`src/sv/pdlc_pkg.sv`:
```
`default_nettype none
// ---------------------------------------------------------------------------
// pdlc_pkg
// Shared types, codes and reset values for the combination lock controller.
// ---------------------------------------------------------------------------
package pdlc_pkg;

  // default password length in bytes
  localparam int PASS_LEN_DEF = 5;

  // menu keys
  localparam logic [7:0] KEY_OPEN   = 8'h2B;
  localparam logic [7:0] KEY_CHANGE = 8'h2D;

  // register reset values
  localparam logic [7:0] OPEN_TICKS_RST  = 8'd15;
  localparam logic [7:0] HOLD_TICKS_RST  = 8'd3;
  localparam logic [7:0] CLOSE_TICKS_RST = 8'd15;
  localparam logic [7:0] ALARM_TICKS_RST = 8'd60;
  localparam logic [1:0] MAX_RETRIES_RST = 2'd2;

  // register indexes on the configuration port
  typedef enum logic [2:0] {
    REG_OPEN_TICKS  = 3'd0,
    REG_HOLD_TICKS  = 3'd1,
    REG_CLOSE_TICKS = 3'd2,
    REG_ALARM_TICKS = 3'd3,
    REG_MAX_RETRIES = 3'd4
  } reg_index_t;

  // item kinds
  typedef enum logic {
    OP_BYTE = 1'b0,
    OP_TICK = 1'b1
  } opcode_t;

  // requested action after a good check
  typedef enum logic {
    ACT_OPEN   = 1'b0,
    ACT_CHANGE = 1'b1
  } action_t;

  // motor drive codes
  typedef enum logic [1:0] {
    MOTOR_STOP  = 2'd0,
    MOTOR_OPEN  = 2'd1,
    MOTOR_CLOSE = 2'd2
  } motor_t;

  // controller phases, one-hot
  typedef enum logic [7:0] {
    PH_NEW1  = 8'b0000_0001,
    PH_NEW2  = 8'b0000_0010,
    PH_MENU  = 8'b0000_0100,
    PH_CHECK = 8'b0000_1000,
    PH_OPEN  = 8'b0001_0000,
    PH_HOLD  = 8'b0010_0000,
    PH_CLOSE = 8'b0100_0000,
    PH_ALARM = 8'b1000_0000
  } phase_t;

  // configuration register set
  typedef struct packed {
    logic [7:0] open_ticks;
    logic [7:0] hold_ticks;
    logic [7:0] close_ticks;
    logic [7:0] alarm_ticks;
    logic [1:0] max_retries;
  } cfg_t;

  // one result beat
  typedef struct packed {
    logic   reply_valid;
    logic   reply_flag;
    motor_t motor_drive;
    logic   buzzer;
  } result_t;

  // enter a timed phase, falling through any segment of zero length
  function automatic phase_t enter_timed(input phase_t ph, input cfg_t cfg);
    phase_t p;
    p = ph;
    if (p == PH_OPEN && cfg.open_ticks == 8'd0) p = PH_HOLD;
    if (p == PH_HOLD && cfg.hold_ticks == 8'd0) p = PH_CLOSE;
    if (p == PH_CLOSE && cfg.close_ticks == 8'd0) p = PH_MENU;
    if (p == PH_ALARM && cfg.alarm_ticks == 8'd0) p = PH_MENU;
    return p;
  endfunction

endpackage
`default_nettype wire

```
`src/sv/pdlc_core.sv`:
```
`default_nettype none
// ---------------------------------------------------------------------------
// pdlc_core
// Lock state machine: password entry, checking, retries, motor and alarm
// timing. Advances by one item when step is high and gives that item's result.
// ---------------------------------------------------------------------------
module pdlc_core
  import pdlc_pkg::*;
#(
  parameter int PASS_LEN = PASS_LEN_DEF
) (
  input  wire         clk,
  input  wire         rst,
  input  wire         step,
  input  wire         opcode,
  input  wire  [7:0]  rx_byte,
  input  cfg_t        cfg,
  output result_t     res
);

  localparam int POS_W = (PASS_LEN > 1) ? $clog2(PASS_LEN) : 1;
  localparam logic [POS_W-1:0] LAST_POS = POS_W'(PASS_LEN - 1);

  // state registers
  phase_t           phase;
  logic [POS_W-1:0] byte_position;
  logic             mismatch_seen;
  action_t          pending_action;
  logic [1:0]       error_count;
  logic [7:0]       tick_count;
  logic [7:0]       first_entry     [PASS_LEN];
  logic [7:0]       stored_password [PASS_LEN];

  phase_t           phase_next;
  logic [POS_W-1:0] byte_position_next;
  logic             mismatch_seen_next;
  action_t          pending_action_next;
  logic [1:0]       error_count_next;
  logic [7:0]       tick_count_next;

  logic       wr_first;
  logic       copy_pw;
  logic       last;
  logic       mis_new;
  logic       mis_chk;
  logic [7:0] tick_inc;
  logic [7:0] dur;
  logic       rv;
  logic       rf;

  assign last     = (byte_position == LAST_POS);
  assign mis_new  = mismatch_seen | (first_entry[byte_position] != rx_byte);
  assign mis_chk  = mismatch_seen | (stored_password[byte_position] != rx_byte);
  assign tick_inc = tick_count + 8'd1;

  // length of the running timed segment
  always_comb begin
    case (phase)
      PH_OPEN:  dur = cfg.open_ticks;
      PH_HOLD:  dur = cfg.hold_ticks;
      PH_CLOSE: dur = cfg.close_ticks;
      default:  dur = cfg.alarm_ticks;
    endcase
  end

  // next state for one item
  always_comb begin
    phase_next          = phase;
    byte_position_next  = byte_position;
    mismatch_seen_next  = mismatch_seen;
    pending_action_next = pending_action;
    error_count_next    = error_count;
    tick_count_next     = tick_count;
    wr_first            = 1'b0;
    copy_pw             = 1'b0;
    rv                  = 1'b0;
    rf                  = 1'b0;

    if (opcode == OP_TICK) begin
      // ticks only matter in the timed phases
      if (phase == PH_OPEN || phase == PH_HOLD || phase == PH_CLOSE ||
          phase == PH_ALARM) begin
        tick_count_next = tick_inc;
        if (tick_inc >= dur) begin
          tick_count_next = 8'd0;
          case (phase)
            PH_OPEN: phase_next = enter_timed(PH_HOLD, cfg);
            PH_HOLD: phase_next = enter_timed(PH_CLOSE, cfg);
            default: phase_next = PH_MENU;
          endcase
        end
      end
    end else begin
      case (phase)
        PH_NEW1: begin
          wr_first = 1'b1;
          if (last) begin
            phase_next         = PH_NEW2;
            byte_position_next = '0;
            mismatch_seen_next = 1'b0;
          end else begin
            byte_position_next = byte_position + POS_W'(1);
          end
        end
        PH_NEW2: begin
          mismatch_seen_next = mis_new;
          if (last) begin
            rv                 = 1'b1;
            rf                 = !mis_new;
            byte_position_next = '0;
            mismatch_seen_next = 1'b0;
            if (!mis_new) begin
              copy_pw    = 1'b1;
              phase_next = PH_MENU;
            end else begin
              phase_next = PH_NEW1;
            end
          end else begin
            byte_position_next = byte_position + POS_W'(1);
          end
        end
        PH_MENU: begin
          if (rx_byte == KEY_OPEN || rx_byte == KEY_CHANGE) begin
            pending_action_next = (rx_byte == KEY_OPEN) ? ACT_OPEN : ACT_CHANGE;
            phase_next          = PH_CHECK;
            byte_position_next  = '0;
            mismatch_seen_next  = 1'b0;
          end
        end
        PH_CHECK: begin
          mismatch_seen_next = mis_chk;
          if (last) begin
            rv                 = 1'b1;
            rf                 = !mis_chk;
            byte_position_next = '0;
            mismatch_seen_next = 1'b0;
            if (!mis_chk) begin
              error_count_next = 2'd0;
              if (pending_action == ACT_OPEN) begin
                tick_count_next = 8'd0;
                phase_next      = enter_timed(PH_OPEN, cfg);
              end else begin
                phase_next = PH_NEW1;
              end
            end else if (error_count < cfg.max_retries) begin
              error_count_next = error_count + 2'd1;
              phase_next       = PH_CHECK;
            end else begin
              error_count_next = 2'd0;
              tick_count_next  = 8'd0;
              phase_next       = enter_timed(PH_ALARM, cfg);
            end
          end else begin
            byte_position_next = byte_position + POS_W'(1);
          end
        end
        default: begin
        end
      endcase
    end
  end

  // result as it stands after the item
  always_comb begin
    res.reply_valid = rv;
    res.reply_flag  = rf;
    case (phase_next)
      PH_OPEN:  res.motor_drive = MOTOR_OPEN;
      PH_CLOSE: res.motor_drive = MOTOR_CLOSE;
      default:  res.motor_drive = MOTOR_STOP;
    endcase
    res.buzzer = (phase_next == PH_ALARM);
  end

  // control state
  always_ff @(posedge clk) begin
    if (rst) begin
      phase          <= PH_NEW1;
      byte_position  <= '0;
      mismatch_seen  <= 1'b0;
      pending_action <= ACT_OPEN;
      error_count    <= 2'd0;
      tick_count     <= 8'd0;
    end else if (step) begin
      phase          <= phase_next;
      byte_position  <= byte_position_next;
      mismatch_seen  <= mismatch_seen_next;
      pending_action <= pending_action_next;
      error_count    <= error_count_next;
      tick_count     <= tick_count_next;
    end
  end

  // password stores
  always_ff @(posedge clk) begin
    if (step && wr_first) begin
      first_entry[byte_position] <= rx_byte;
    end
    if (step && copy_pw) begin
      stored_password <= first_entry;
    end
  end

endmodule
`default_nettype wire

```
`src/sv/password_door_lock_controller_top.sv`:
```
`default_nettype none
// ---------------------------------------------------------------------------
// password_door_lock_controller_top
// Combination lock controller: password set-up and checking over received
// bytes, door motor sequence and alarm timed by tick items.
// ---------------------------------------------------------------------------
// Input channel (in_valid/in_ready) carries one item per beat: opcode 0 is a
// received byte in rx_byte, opcode 1 is one timer tick. Every input beat
// yields exactly one result beat on the output channel (out_valid/out_ready)
// with the reply flag, motor drive and buzzer as they stand after that item.
// The result is loaded into the output register at the accepting edge and
// can be taken from the next cycle on. Throughput is one item per cycle if
// not stalled; the state update is a single pass of compare and select logic.
// When the receiver stalls, the output register holds its beat and in_ready
// falls, so no item is lost; in_ready rises again in the cycle the beat is
// taken. Register writes on the cfg channel are taken every cycle; index 0
// open_ticks, 1 hold_ticks, 2 close_ticks, 3 alarm_ticks, 4 max_retries.
// Reset restores the register defaults, empties the output register and
// starts collecting a new password. The password stores are not cleared.
// ---------------------------------------------------------------------------
module password_door_lock_controller_top
  import pdlc_pkg::*;
#(
  parameter int PASS_LEN = PASS_LEN_DEF
) (
  input  wire        clk,
  input  wire        rst,
  // input items
  input  wire        in_valid,
  output logic       in_ready,
  input  wire        opcode,
  input  wire  [7:0] rx_byte,
  // result items
  output logic       out_valid,
  input  wire        out_ready,
  output logic       reply_valid,
  output logic       reply_flag,
  output logic [1:0] motor_drive,
  output logic       buzzer,
  // register writes
  input  wire        cfg_valid,
  output logic       cfg_ready,
  input  wire  [2:0] cfg_index,
  input  wire  [7:0] cfg_data
);

  cfg_t    cfg;
  result_t res_next;
  result_t res;
  logic    in_fire;

  assign cfg_ready = 1'b1;
  assign in_ready  = !out_valid || out_ready;
  assign in_fire   = in_valid && in_ready;

  // register file
  always_ff @(posedge clk) begin
    if (rst) begin
      cfg.open_ticks  <= OPEN_TICKS_RST;
      cfg.hold_ticks  <= HOLD_TICKS_RST;
      cfg.close_ticks <= CLOSE_TICKS_RST;
      cfg.alarm_ticks <= ALARM_TICKS_RST;
      cfg.max_retries <= MAX_RETRIES_RST;
    end else if (cfg_valid && cfg_ready) begin
      case (reg_index_t'(cfg_index))
        REG_OPEN_TICKS:  cfg.open_ticks  <= cfg_data;
        REG_HOLD_TICKS:  cfg.hold_ticks  <= cfg_data;
        REG_CLOSE_TICKS: cfg.close_ticks <= cfg_data;
        REG_ALARM_TICKS: cfg.alarm_ticks <= cfg_data;
        REG_MAX_RETRIES: cfg.max_retries <= cfg_data[1:0];
        default: begin
        end
      endcase
    end
  end

  // lock state machine
  pdlc_core #(
    .PASS_LEN (PASS_LEN)
  ) u_core (
    .clk     (clk),
    .rst     (rst),
    .step    (in_fire),
    .opcode  (opcode),
    .rx_byte (rx_byte),
    .cfg     (cfg),
    .res     (res_next)
  );

  // output register valid
  always_ff @(posedge clk) begin
    if (rst) begin
      out_valid <= 1'b0;
    end else if (in_fire) begin
      out_valid <= 1'b1;
    end else if (out_ready) begin
      out_valid <= 1'b0;
    end
  end

  // output register payload
  always_ff @(posedge clk) begin
    if (in_fire) begin
      res <= res_next;
    end
  end

  assign reply_valid = res.reply_valid;
  assign reply_flag  = res.reply_flag;
  assign motor_drive = res.motor_drive;
  assign buzzer      = res.buzzer;

endmodule
`default_nettype wire

```
`config.mk`:
```
export PLATFORM = sky130hd
export DESIGN_NAME = password_door_lock_controller_top
export DESIGN_NICKNAME = d
export VERILOG_FILES = /design/src/sv/pdlc_pkg.sv /design/src/sv/pdlc_core.sv /design/src/sv/password_door_lock_controller_top.sv
export SDC_FILE = /design/constraint.sdc
export NUM_CORES = 1
export LEC_CHECK = 0
export BUFFER_PORTS_ARGS = -buffer_cell sky130_fd_sc_hd__buf_4
export CAP_MARGIN = 15
export CELL_PAD_IN_SITES_DETAIL_PLACEMENT = 1
export CELL_PAD_IN_SITES_GLOBAL_PLACEMENT = 1
export CORE_MARGIN = 2
export CORE_UTILIZATION = 40
export DETAILED_ROUTE_END_ITERATION = 8
export PLACE_DENSITY_LB_ADDON = 0.1
export SLEW_MARGIN = 20
export SYNTH_ARGS = -nofsm -noshare
export SYNTH_HDL_FRONTEND = slang
export SYNTH_SLANG_ARGS = --single-unit
```
`constraint.sdc`:
```
create_clock -name clk -period 9 [get_ports clk]
set_clock_uncertainty 0.2 [all_clocks]
set_input_delay 1.35 -clock clk [delete_from_list [all_inputs] [get_ports clk]]
set_output_delay 1.35 -clock clk [all_outputs]
set_load 0.02 [all_outputs]
```
Yosys cells after proc, flatten, opt, wreduce, memory -nomap -nowiden
Index checks and enable logic that the tools add are counted.
{ "word_totals": {"out_inout_bits": 8, "regBits": 143, "in_bits": 25, "elab_cells": 202} }
{ "op_classes": {"n_bitwise": 5, "reduce_logical": 41, "mux": 92, "eq_ne": 31, "order_cmp": 4, "addsub": 3} }
{ "ops": {"columns": ["operator", "count"], "rows": [
  ["8-bit two-way mux", 57],
  ["8-bit binary-select mux with 3-bit select", 2],
  ["40-bit bitwise mux", 1],
  ["8-bit equality test (second input constant)", 5],
  ["8-bit by 6-bit equality test with 1-bit output (second input constant)", 4],
  ["8-bit by 7-bit equality test with 1-bit output (second input constant)", 4],
  ["8-bit logical NOT", 4],
  ["8-bit one-hot mux with 4 select lines", 1],
  ["8-bit demux with 3-bit select", 1],
  ["8-bit one-hot mux with 3 select lines", 1],
  ["8-bit by 5-bit equality test with 1-bit output (second input constant)", 2],
  ["1-bit two-way mux", 16],
  ["8-bit inequality test", 2],
  ["8-bit one-hot mux with 2 select lines", 1],
  ["7-bit two-way mux", 2],
  ["4-bit AND reduction", 3],
  ["1-bit logical AND", 10],
  ["2-bit AND reduction", 5],
  ["3-bit two-way mux", 3],
  ["8-bit by 1-bit adder with 8-bit output (second input constant)", 1],
  ["8-bit by 1-bit equality test with 1-bit output (second input constant)", 1],
  ["8-bit by 2-bit equality test with 1-bit output (second input constant)", 1],
  ["8-bit by 3-bit equality test with 1-bit output (second input constant)", 1],
  ["8-bit by 4-bit equality test with 1-bit output (second input constant)", 1],
  ["other kinds (29)", 47]
]} }

Longest topological paths before layout
Gate-level depths: netlist of the first run.
{ "depth": {"word_depth": 36, "ltp_mapped": 17, "mapped_depth_nobuf": 15} }

Cells and area by module
Synthesis of the first run repeated with hierarchy kept, for this count alone.
{ "unflattened": {"hier_cells": 653, "area_unflattened_um2": 7178.1} }
{ "by_module_without_submodules": {"columns": ["module", "instances", "cells_per_inst", "area_each_um2"], "rows": [
  ["pdlc_core", 1, 509, 5590.4],
  ["password_door_lock_controller_top", 1, 144, 1587.8]
]} }

Least setup slack after synthesis of the first run
OpenSTA, ideal clock, no wires.
{ "synth_path": {"path_kind": "in2reg", "from": "input rx_byte[0]", "to": "register u_core.stored_password[0] (netlist bit) (enable)", "path_stages": 5, "required_ns": 8.363, "t_arrival_ns": 4.044, "slack_ns": 4.319, "setup_ns": 0.437, "path_buffers": 0, "path_cell_list": "or3_1 a222oi_1 and4_1 nand2_1 nor2_1"} }
{ "synth_between": {"elab_chain_len": 7} }
{ "synth_rtl": {"columns": ["element", "line", "rtl"], "rows": [
  ["from (decl)", "password_door_lock_controller_top.sv:32", "input wire [7:0] rx_byte,"],
  ["8-bit inequality test", "pdlc_core.sv:52", "assign mis_new = mismatch_seen | (first_entry[byte_position] != rx_byte);"],
  ["1-bit bitwise OR", "pdlc_core.sv:52", null],
  ["1-bit two-way mux", "pdlc_core.sv:112", "if (!mis_new) begin"],
  ["1-bit two-way mux", "pdlc_core.sv:107", "if (last) begin"],
  ["1-bit two-way mux", "pdlc_core.sv:94", "case (phase)"],
  ["1-bit two-way mux", "pdlc_core.sv:79", "if (opcode == OP_TICK) begin"],
  ["1-bit logical AND", "pdlc_core.sv:199", "if (step && copy_pw) begin"],
  ["to (signal assigned)", "pdlc_core.sv:200", "stored_password <= first_entry;"],
  ["to (decl)", "pdlc_core.sv:32", "logic [7:0] stored_password [PASS_LEN];"]
]} }
No other way between the ends.
A chain may end at the register's enable or synchronous reset.

Worst setup path after layout of the first run
{ "layout_path": {"from": "register u_core.phase[1]", "to": "register res, in the netlist motor_drive[0], data pin"} }
{ "layout_between": {"elab_chain_len": 8, "word_cells_on_any_way": 25, "classes_between": "order compare (1); eq/ne (10); mux (11); reduce/logical (3)"} }
{ "layout_rtl": {"columns": ["element", "line", "rtl"], "rows": [
  ["from (decl)", "pdlc_core.sv:25", "phase_t phase;"],
  ["from (signal assigned)", "pdlc_core.sv:185", "phase <= phase_next;"],
  ["8-bit by 7-bit equality test with 1-bit output, or another cell as far along", "pdlc_core.sv:58, pdlc_core.sv:81", null],
  ["8-bit one-hot mux with 3 select lines / 1-bit logical OR (equally long branches)", "pdlc_core.sv:58, pdlc_core.sv:81", null],
  ["8-bit greater-or-equal comparator / 1-bit logical OR (equally long branches)", "pdlc_core.sv:84, pdlc_core.sv:81", null],
  ["8-bit two-way mux / 1-bit logical OR (equally long branches)", "pdlc_core.sv:84, pdlc_core.sv:81", null],
  ["8-bit two-way mux", "pdlc_core.sv:81", "if (phase == PH_OPEN || phase == PH_HOLD || phase == PH_CLOSE ||"],
  ["8-bit two-way mux *", "pdlc_core.sv:79", null],
  ["8-bit by 7-bit equality test with 1-bit output / 8-bit by 5-bit equality test with 1-bit output (equally long branches)", "pdlc_core.sv:167", "case (phase_next)"],
  ["2-bit one-hot mux with 2 select lines *", "pdlc_core.sv:167", null],
  ["to (signal assigned)", "password_door_lock_controller_top.sv:104", "res <= res_next;"],
  ["to (decl)", "password_door_lock_controller_top.sv:49", "result_t res;"]
]} }
Every way passes the cells marked *; elsewhere a longest branch is shown, timed or not.

==> reports/qor.yml, run 1 <==
syn_inst: 681
num_rows: 48
grt_pass1_vias: 5534
grt_max_degree: 41
numCtsBuffers: 17
syn-cell-area_um2: 7120
clockBufferDepth: 2
cts_tree: "yes"
yosys_warnings: 0
htree_levels: 4
synth_top_family_by_area: "simple AND/OR/NAND/NOR gates"
grt_util_met3: 0.0316
yosys.area.top_type: "edfxtp_1"
place_ws_ps: 4160
p_total_mw: 1.51
crit_path_end_kind: "flip-flop"
hold_viol: 0
fin_crit_sh: 0.552
slew_violations: 0
routed_wl_um: 19500
holdPathEnd: "u_core.stored_password[23]"
combPwrFrac: 0.080
drt-initial-drc-count: 442
fp.dieW_um: 137
timing.final.ws_setup_ps: 4030
antenna_found_initial: 0
nFillCells: 1918
die_h_um: 137
tightestPinTransition_ps: 1050
clk_latency_ps: 430
wl_per_cell_um: 20.9
worstSetupPathType: "flip-flop to flip-flop"
synth-xor-area-share: 0.0246
post-cts-setup-buffers: 0
layout_min_cycle_time_ps: 4970
drive_above_1_share: 0.124
peakVddDrop_mv: 0.123
synthesis.nets: 718
pwr-share-seq: 0.468
io_buffers: 31
antenna_left: 0
drv_cap: 0
synthTopCellsByCount: "nand2_1 (90), edfxtp_1 (85), dfxtp_1 (58), nor2_1 (45), mux2i_1 (40)"
hold_path_depth: 0
r2r_end: "motor_drive[0]"
top_usage_layer: "met2"
grt_overflow_total: 0
synth_compound_area_frac: 0.140
track_usage: 0.218
clkSlewWorstSetupHoldPaths_ps: 60
dr.pass1.iters: 5
critPathLaunchType: "flip-flop"
reg2regPathDepth: 13
hold_path_startpoint: "u_core.first_entry[23]"
setup_viol: 0
synth_flop_cell: "edfxtp_1"
crit_arrival_ps: 5020
dp_hpwl_um: 13600
grt_use_met2: 0.332
drc: 0
io_pins: 33
hold_class: "flip-flop to flip-flop"
hold_buffers: 0
synthTopCellsByArea: "edfxtp_1 (36%), dfxtp_1 (16%), mux2i_1 (5.6%)"
routabilityCongestion: 0.832
drt-vias-per-instance: 5.83
final_cell_area_um2: 8060
final_net_count: 731
ctsResizeCount: 0
dr_total_vias: 5438
synth_adder_area_share: 0.0211
yosysUniqueCellTypes: 76
rr_startpoint: "u_core.phase[1]"
yosys.cell_count.top_type: "nand2_1"
grt_pass1_wl_um: 31100
p_leak_nw: 2.74
synth.yosys.seq_area_share: 0.521
placed_cell_area_um2: 7470
power_switching_mw: 0.383
diodes: 0
status: "complete, no violations"
tns_ps: 0
synth-async-reset-ratio: 0
max_slew_margin: 0.296
p_clk_frac: 0.451
r2r_slack_ps: 4030
cellInternalPower_mw: 1.13
cts_root_buf: "clkbuf_16"
crit_fanout: 13
dieArea_um2: 18900
swShare: 0.253
synth_top_area_share: 0.358
met1_usage: 0.321
worst_ep_required_time_ps: 9050
powerDensity_nw_per_um2: 188
cts_sinks: 143
core_area_um2: 17400
area_growth_pct: 13.2
final_core_util: 0.465
synth_edf_count: 85
postSynthAreaPerCell_um2: 10.5
start_util: 0.410
rsz0062_at_grt: "false"
ys_seq_elements: 143
yosys.area_share.simple: 0.194
synth.mux.area_fraction: 0.0609
max_freq_ghz: 0.201
placed cells by master (no fill, tap or decap), types with 5 or more instances in the layout:
master / Yosys / layout
dfxtp_1: 58 / 58
nand2_1: 90 / 90
a222oi_1: 9 / 9
nor3_2: 0 / 5
o21ai_0: 25 / 25
a21boi_0: 7 / 7
edfxtp_1: 85 / 85
buf_4: 6 / 34
nand2b_1: 7 / 7
nor3_1: 19 / 14
clkbuf_16: 0 / 17
nor2b_1: 7 / 7
mux2i_1: 40 / 40
inv_1: 14 / 13
ha_1: 12 / 12
nor4_1: 12 / 12
a21oi_1: 38 / 38
a211oi_1: 6 / 6
or3_1: 6 / 6
o211ai_1: 8 / 8
o221ai_1: 5 / 5
nand3_1: 26 / 26
xnor2_1: 12 / 12
xor2_1: 8 / 8
nor2_1: 45 / 44
and3_1: 11 / 11
o22ai_1: 5 / 5
stage by stage:
stage | hold WS, ps | instances
floorplan | 217 | 681
global placement | 231 | 899
finish | 248 | 932
detailed placement | 232 | 899
CTS | 252 | 931
global route | 259 | 932
critical path, cell delays in order, from the launching register on:
cell,delay [ps]
dfxtp_1,460
nor4_1,800
nand2_1,190
nor2_1,590
a222oi_1,180
a21boi_0,180
ha_1,340
a21oi_1,170
o21ai_0,100
o22ai_1,360
nor2_1,230
o21ai_0,430
a32o_1,250
nor4bb_2,280
per-layer routing:
layer,up-vias,part of all wire
met5,-,0
met4,0,0.011
met3,16,0.039
met2,124,0.45
met1,2708,0.50
li1,2590,-
state kept, by name (all words and copies together), names as in the netlist:
register	count
buzzer	1
cfg	34
motor_drive	2
out_valid	1
reply_flag	1
reply_valid	1
u_core.byte_position	3
u_core.error_count	2
u_core.first_entry	40
u_core.mismatch_seen	1
u_core.pending_action	1
u_core.phase	8
u_core.stored_password	40
u_core.tick_count	8
kinds of logic (layout without fill, tap and decap cells):
family	Yosys count	count (layout)
compound gates	144	144
xor+xnor	20	20
fa+ha+maj	12	12
buf+inv	55	81
flops	143	143
mux	42	42
other cells	1	1
simple gates	264	264
power groups by stage:
| stage | registers [mW] | logic [mW] | clock network (mW) |
|---|---|---|---|
| 2_1_floorplan | 0.721 | 0.0797 | 0 |
| 3_3_place_gp | 0.723 | 0.118 | 0 |
| 3_5_place_dp | 0.723 | 0.121 | 0 |
| 4_1_cts | 0.709 | 0.122 | 0.703 |
| 5_1_grt | 0.710 | 0.134 | 0.725 |
| 6_report | 0.709 | 0.122 | 0.683 |
area by class of cell:
cell class | instances | area, µm² | area share
inverter | 14 | 52.6 | 0.00652
clock buffer | 19 | 433 | 0.0537
multi-input combinational | 483 | 3170 | 0.393
clock inverter | 13 | 131 | 0.0163
sequential | 143 | 3710 | 0.461
tap | 225 | 282 | 0.0349
timing repair buffer | 35 | 283 | 0.0351
worst max path at each step:
stage	startpoint	end	slack, ps	cells after the start
4_1_cts	u_core.phase[1]	motor_drive[0]	4140	13
5_1_grt	u_core.phase[1]	motor_drive[0]	3720	13
3_3_place_gp	u_core.phase[1]	buzzer	4430	14
2_1_floorplan	rx_byte[0]	u_core.stored_password[0]	4320	5
6_report	u_core.phase[1]	motor_drive[0]	4030	13
3_5_place_dp	u_core.phase[1]	motor_drive[0]	4160	13
No activity file was read; power rests on OpenSTA's default activity.
==> run 2: changes to the inputs <==
--- a/config.mk
+++ b/config.mk
@@ -5,6 +5,7 @@
 export SDC_FILE = /design/constraint.sdc
 export NUM_CORES = 1
 export LEC_CHECK = 0
+export ABC_AREA = 1
 export BUFFER_PORTS_ARGS = -buffer_cell sky130_fd_sc_hd__buf_4
 export CAP_MARGIN = 15
 export CELL_PAD_IN_SITES_DETAIL_PLACEMENT = 1
==> constraint.sdc (replaced) <==
create_clock -name clk -period 4.28 [get_ports clk]
set_clock_uncertainty 0.2 [all_clocks]
set_input_delay 0.642 -clock clk [delete_from_list [all_inputs] [get_ports clk]]
set_output_delay 0.642 -clock clk [all_outputs]
set_load 0.02 [all_outputs]
==> run 2 against run 1 <==
Against the previous run: final cell count up 20%; design area increased by 3.8%; highest routed layer unchanged; via count is 11% higher; critical path depth grew 6; area after synthesis up 2.6%.
==> reports/qor.yml, run 2 <==
max_freq_ghz: 0.262  # +30%
synth_top_area_share: 0.349  # -0.00908
clockBufferDepth: 2  # unchanged
worst_ep_required_time_ps: 4270  # -4780 ps
syn-cell-area_um2: 7310  # +2.6%
drive_above_1_share: 0.137  # +0.0126
critPathSlowestCell: "dfxtp_1"
antenna_left: 0  # unchanged
crit_path_end_kind: "flip-flop"
slowest_delay_ps: 360  # -440 ps
mostFrequentLayoutCells: "nand2_1 (166), inv_1 (109), nor2_1 (88)"
io_pins: 33  # unchanged
rsz0062_at_grt: "false"
slew_violations: 0  # unchanged
synth_edf_count: 85  # unchanged
area_growth_pct: 14.5
grt_pass1_wl_um: 33100  # +6.7%
setup_viol: 0  # unchanged
yosysUniqueCellTypes: 47  # -38%
diodes: 0  # unchanged
die_h_um: 139  # +1.3%
track_usage: 0.217  # -0.000755
syn_inst: 842  # +24%
worstSetupPathType: "flip-flop to flip-flop"
synth-async-reset-ratio: 0  # unchanged
crit_family: "simple AND/OR/NAND/NOR gates"
cts_sinks: 143  # unchanged
path_cells: "nor2_1 -> nand2_1 -> nor4_4 -> inv_2 -> nand3_2 -> inv_2 -> a221oi_1 -> ha_1 -> a21oi_1 -> o21a_1 -> nand3_1 -> nand2_2 -> nand2_2 -> a21oi_1 -> inv_1 -> nand2_1 -> nor2_1 -> nand2_1 -> nor2_1"
status: "complete, no violations"
antenna_found_initial: 0  # unchanged
yosys.area.top_type: "edfxtp_1"
cts_tree: "yes"
clkSlewWorstSetupHoldPaths_ps: 60  # about the same
tightestPinTransition_ps: 884  # -165 ps
synth.yosys.seq_area_share: 0.508  # -0.0132
synth_flop_cell: "edfxtp_1"
hold_buffers: 0  # unchanged
cts_root_buf: "clkbuf_16"
synthTopCellsByArea: "edfxtp_1 (35%), dfxtp_1 (16%), nand2_1 (8.5%)"
crit_fanout: 11  # -2
dp_hpwl_um: 14600  # +7.2%
io_buffers: 31  # unchanged
grt_overflow_total: 0  # unchanged
drt-initial-drc-count: 423  # -4.3%
layout_min_cycle_time_ps: 3810  # -1160 ps
cp.buffers_inverters: 3  # +3
drc: 0  # unchanged
ctsResizeCount: 0  # unchanged
numCtsBuffers: 17  # unchanged
grt_pass1_vias: 6239  # +13%
synthTopCellsByCount: "nand2_1 (166), inv_1 (109), nor2_1 (88), edfxtp_1 (85), nand3_1 (60)"
crit_arrival_ps: 3800  # -1220 ps
fin_crit_sh: 0.891  # +0.339
fp.dieW_um: 139  # +1.3%
routed_wl_um: 20200  # +3.6%
powerDensity_nw_per_um2: 407  # +120%
num_rows: 49  # +2.1%
ys_seq_elements: 143  # unchanged
core_area_um2: 18000  # +3.5%
routabilityCongestion: 0.876  # +5.3%
dieArea_um2: 19400  # +2.5%
grt_max_degree: 42  # +2.4%
post-cts-setup-buffers: 0  # unchanged
peakVddDrop_mv: 0.287  # +130%
start_util: 0.407  # -0.00356
htree_levels: 4  # unchanged
dr.pass1.iters: 5  # unchanged
final_common_cell: "nand2_1"
clk_latency_ps: 430  # about the same
synthesis.nets: 879  # +22%
hold_class: "input port to flip-flop"
drv_cap: 0  # unchanged
postSynthAreaPerCell_um2: 8.68  # -17%
yosys_warnings: 0  # unchanged
reg.largest.list: "u_core.first_entry x40, u_core.stored_password x40, cfg x34"
holdWs_ps: 232  # -16.0 ps
dr_total_vias: 6020  # +11%
p_leak_nw: 3.56  # +30%
hold_viol: 0  # unchanged
wl_per_cell_um: 18.1  # -14%
tns_ps: 0  # unchanged
final_net_count: 916  # +25%
yosys.cell_count.top_type: "nand2_1"
max_slew_margin: 0.406  # +0.110
critPathLaunchType: "flip-flop"
drt-vias-per-instance: 5.38  # -7.8%
-- run 2: cell types whose count changed in the layout (fill, tap and decap cells not counted), moves of 20 or more --
cell,previous run,this run
inv_1,13,109
mux2i_1,40,0
nand2_1,90,166
nand3_1,26,60
nand4_1,4,25
nor2_1,44,88
o21ai_0,25,45
-- run 2: power by group --
group / switching (mW) / internal (mW)
clock: 0.603 / 0.980
combinational: 0.221 / 0.102
sequential: 0.0205 / 1.48
total: 0.844 / 2.56
-- run 2: per-stage QoR --
| step | cell area (µm²) | cells | util | total power [mW] | setup WS (ps) |
|---|---|---|---|---|---|
| CTS | 8350 | 1119 | 0.465 | 3.42 | 399 |
| global route | 8370 | 1119 | 0.466 | 3.53 | 30.0 |
| detailed placement | 7740 | 1089 | 0.431 | 1.84 | 422 |
| finish | 8370 | 1119 | 0.466 | 3.40 | 466 |
| floorplan | 7310 | 842 | - | 1.74 | 606 |
| global placement | 7740 | 1089 | 0.431 | 1.83 | 695 |
-- run 2: layout make-up --
class | instances | area (µm²)
well taps | 229 | 287
fillers | 2141 | 9590
multi-input cells | 558 | 2990
inverters | 119 | 447
clock buffers | 19 | 433
repair buffers | 40 | 313
clock inverters | 11 | 183
flip-flops and latches | 143 | 3710
-- run 2: layer usage --
metal,track usage,part of all wire
met1,0.314,0.50
met2,0.330,0.45
met3,0.0390,0.037
met4,0.0702,0.015
met5,0,0
-- run 2: cells by family (layout without fill, tap and decap cells) --
group / after synthesis / in the layout / synth area share
buffers and inverters: 141 / 189 / 0.0871
AND/OR/NAND/NOR: 394 / 394 / 0.254
adder cells (fa/ha/maj): 12 / 12 / 0.0205
XOR/XNOR: 10 / 10 / 0.0120
flip-flops: 143 / 143 / 0.508
AO/OA/AOI/OAI: 141 / 141 / 0.118
other: 1 / 1 / 0.000513
-- run 2: worst paths after layout --
check                                             from                    endpoint  slack [ps]  depth (start not counted)
worst max-delay path                   u_core.phase[3]              motor_drive[0]         470                         19
worst max register to register         u_core.phase[3]              motor_drive[0]         470                         19
worst min register to register  u_core.first_entry[39]  u_core.stored_password[39]         240                          0
worst min-delay path                        rx_byte[3]      u_core.first_entry[35]         230                          1
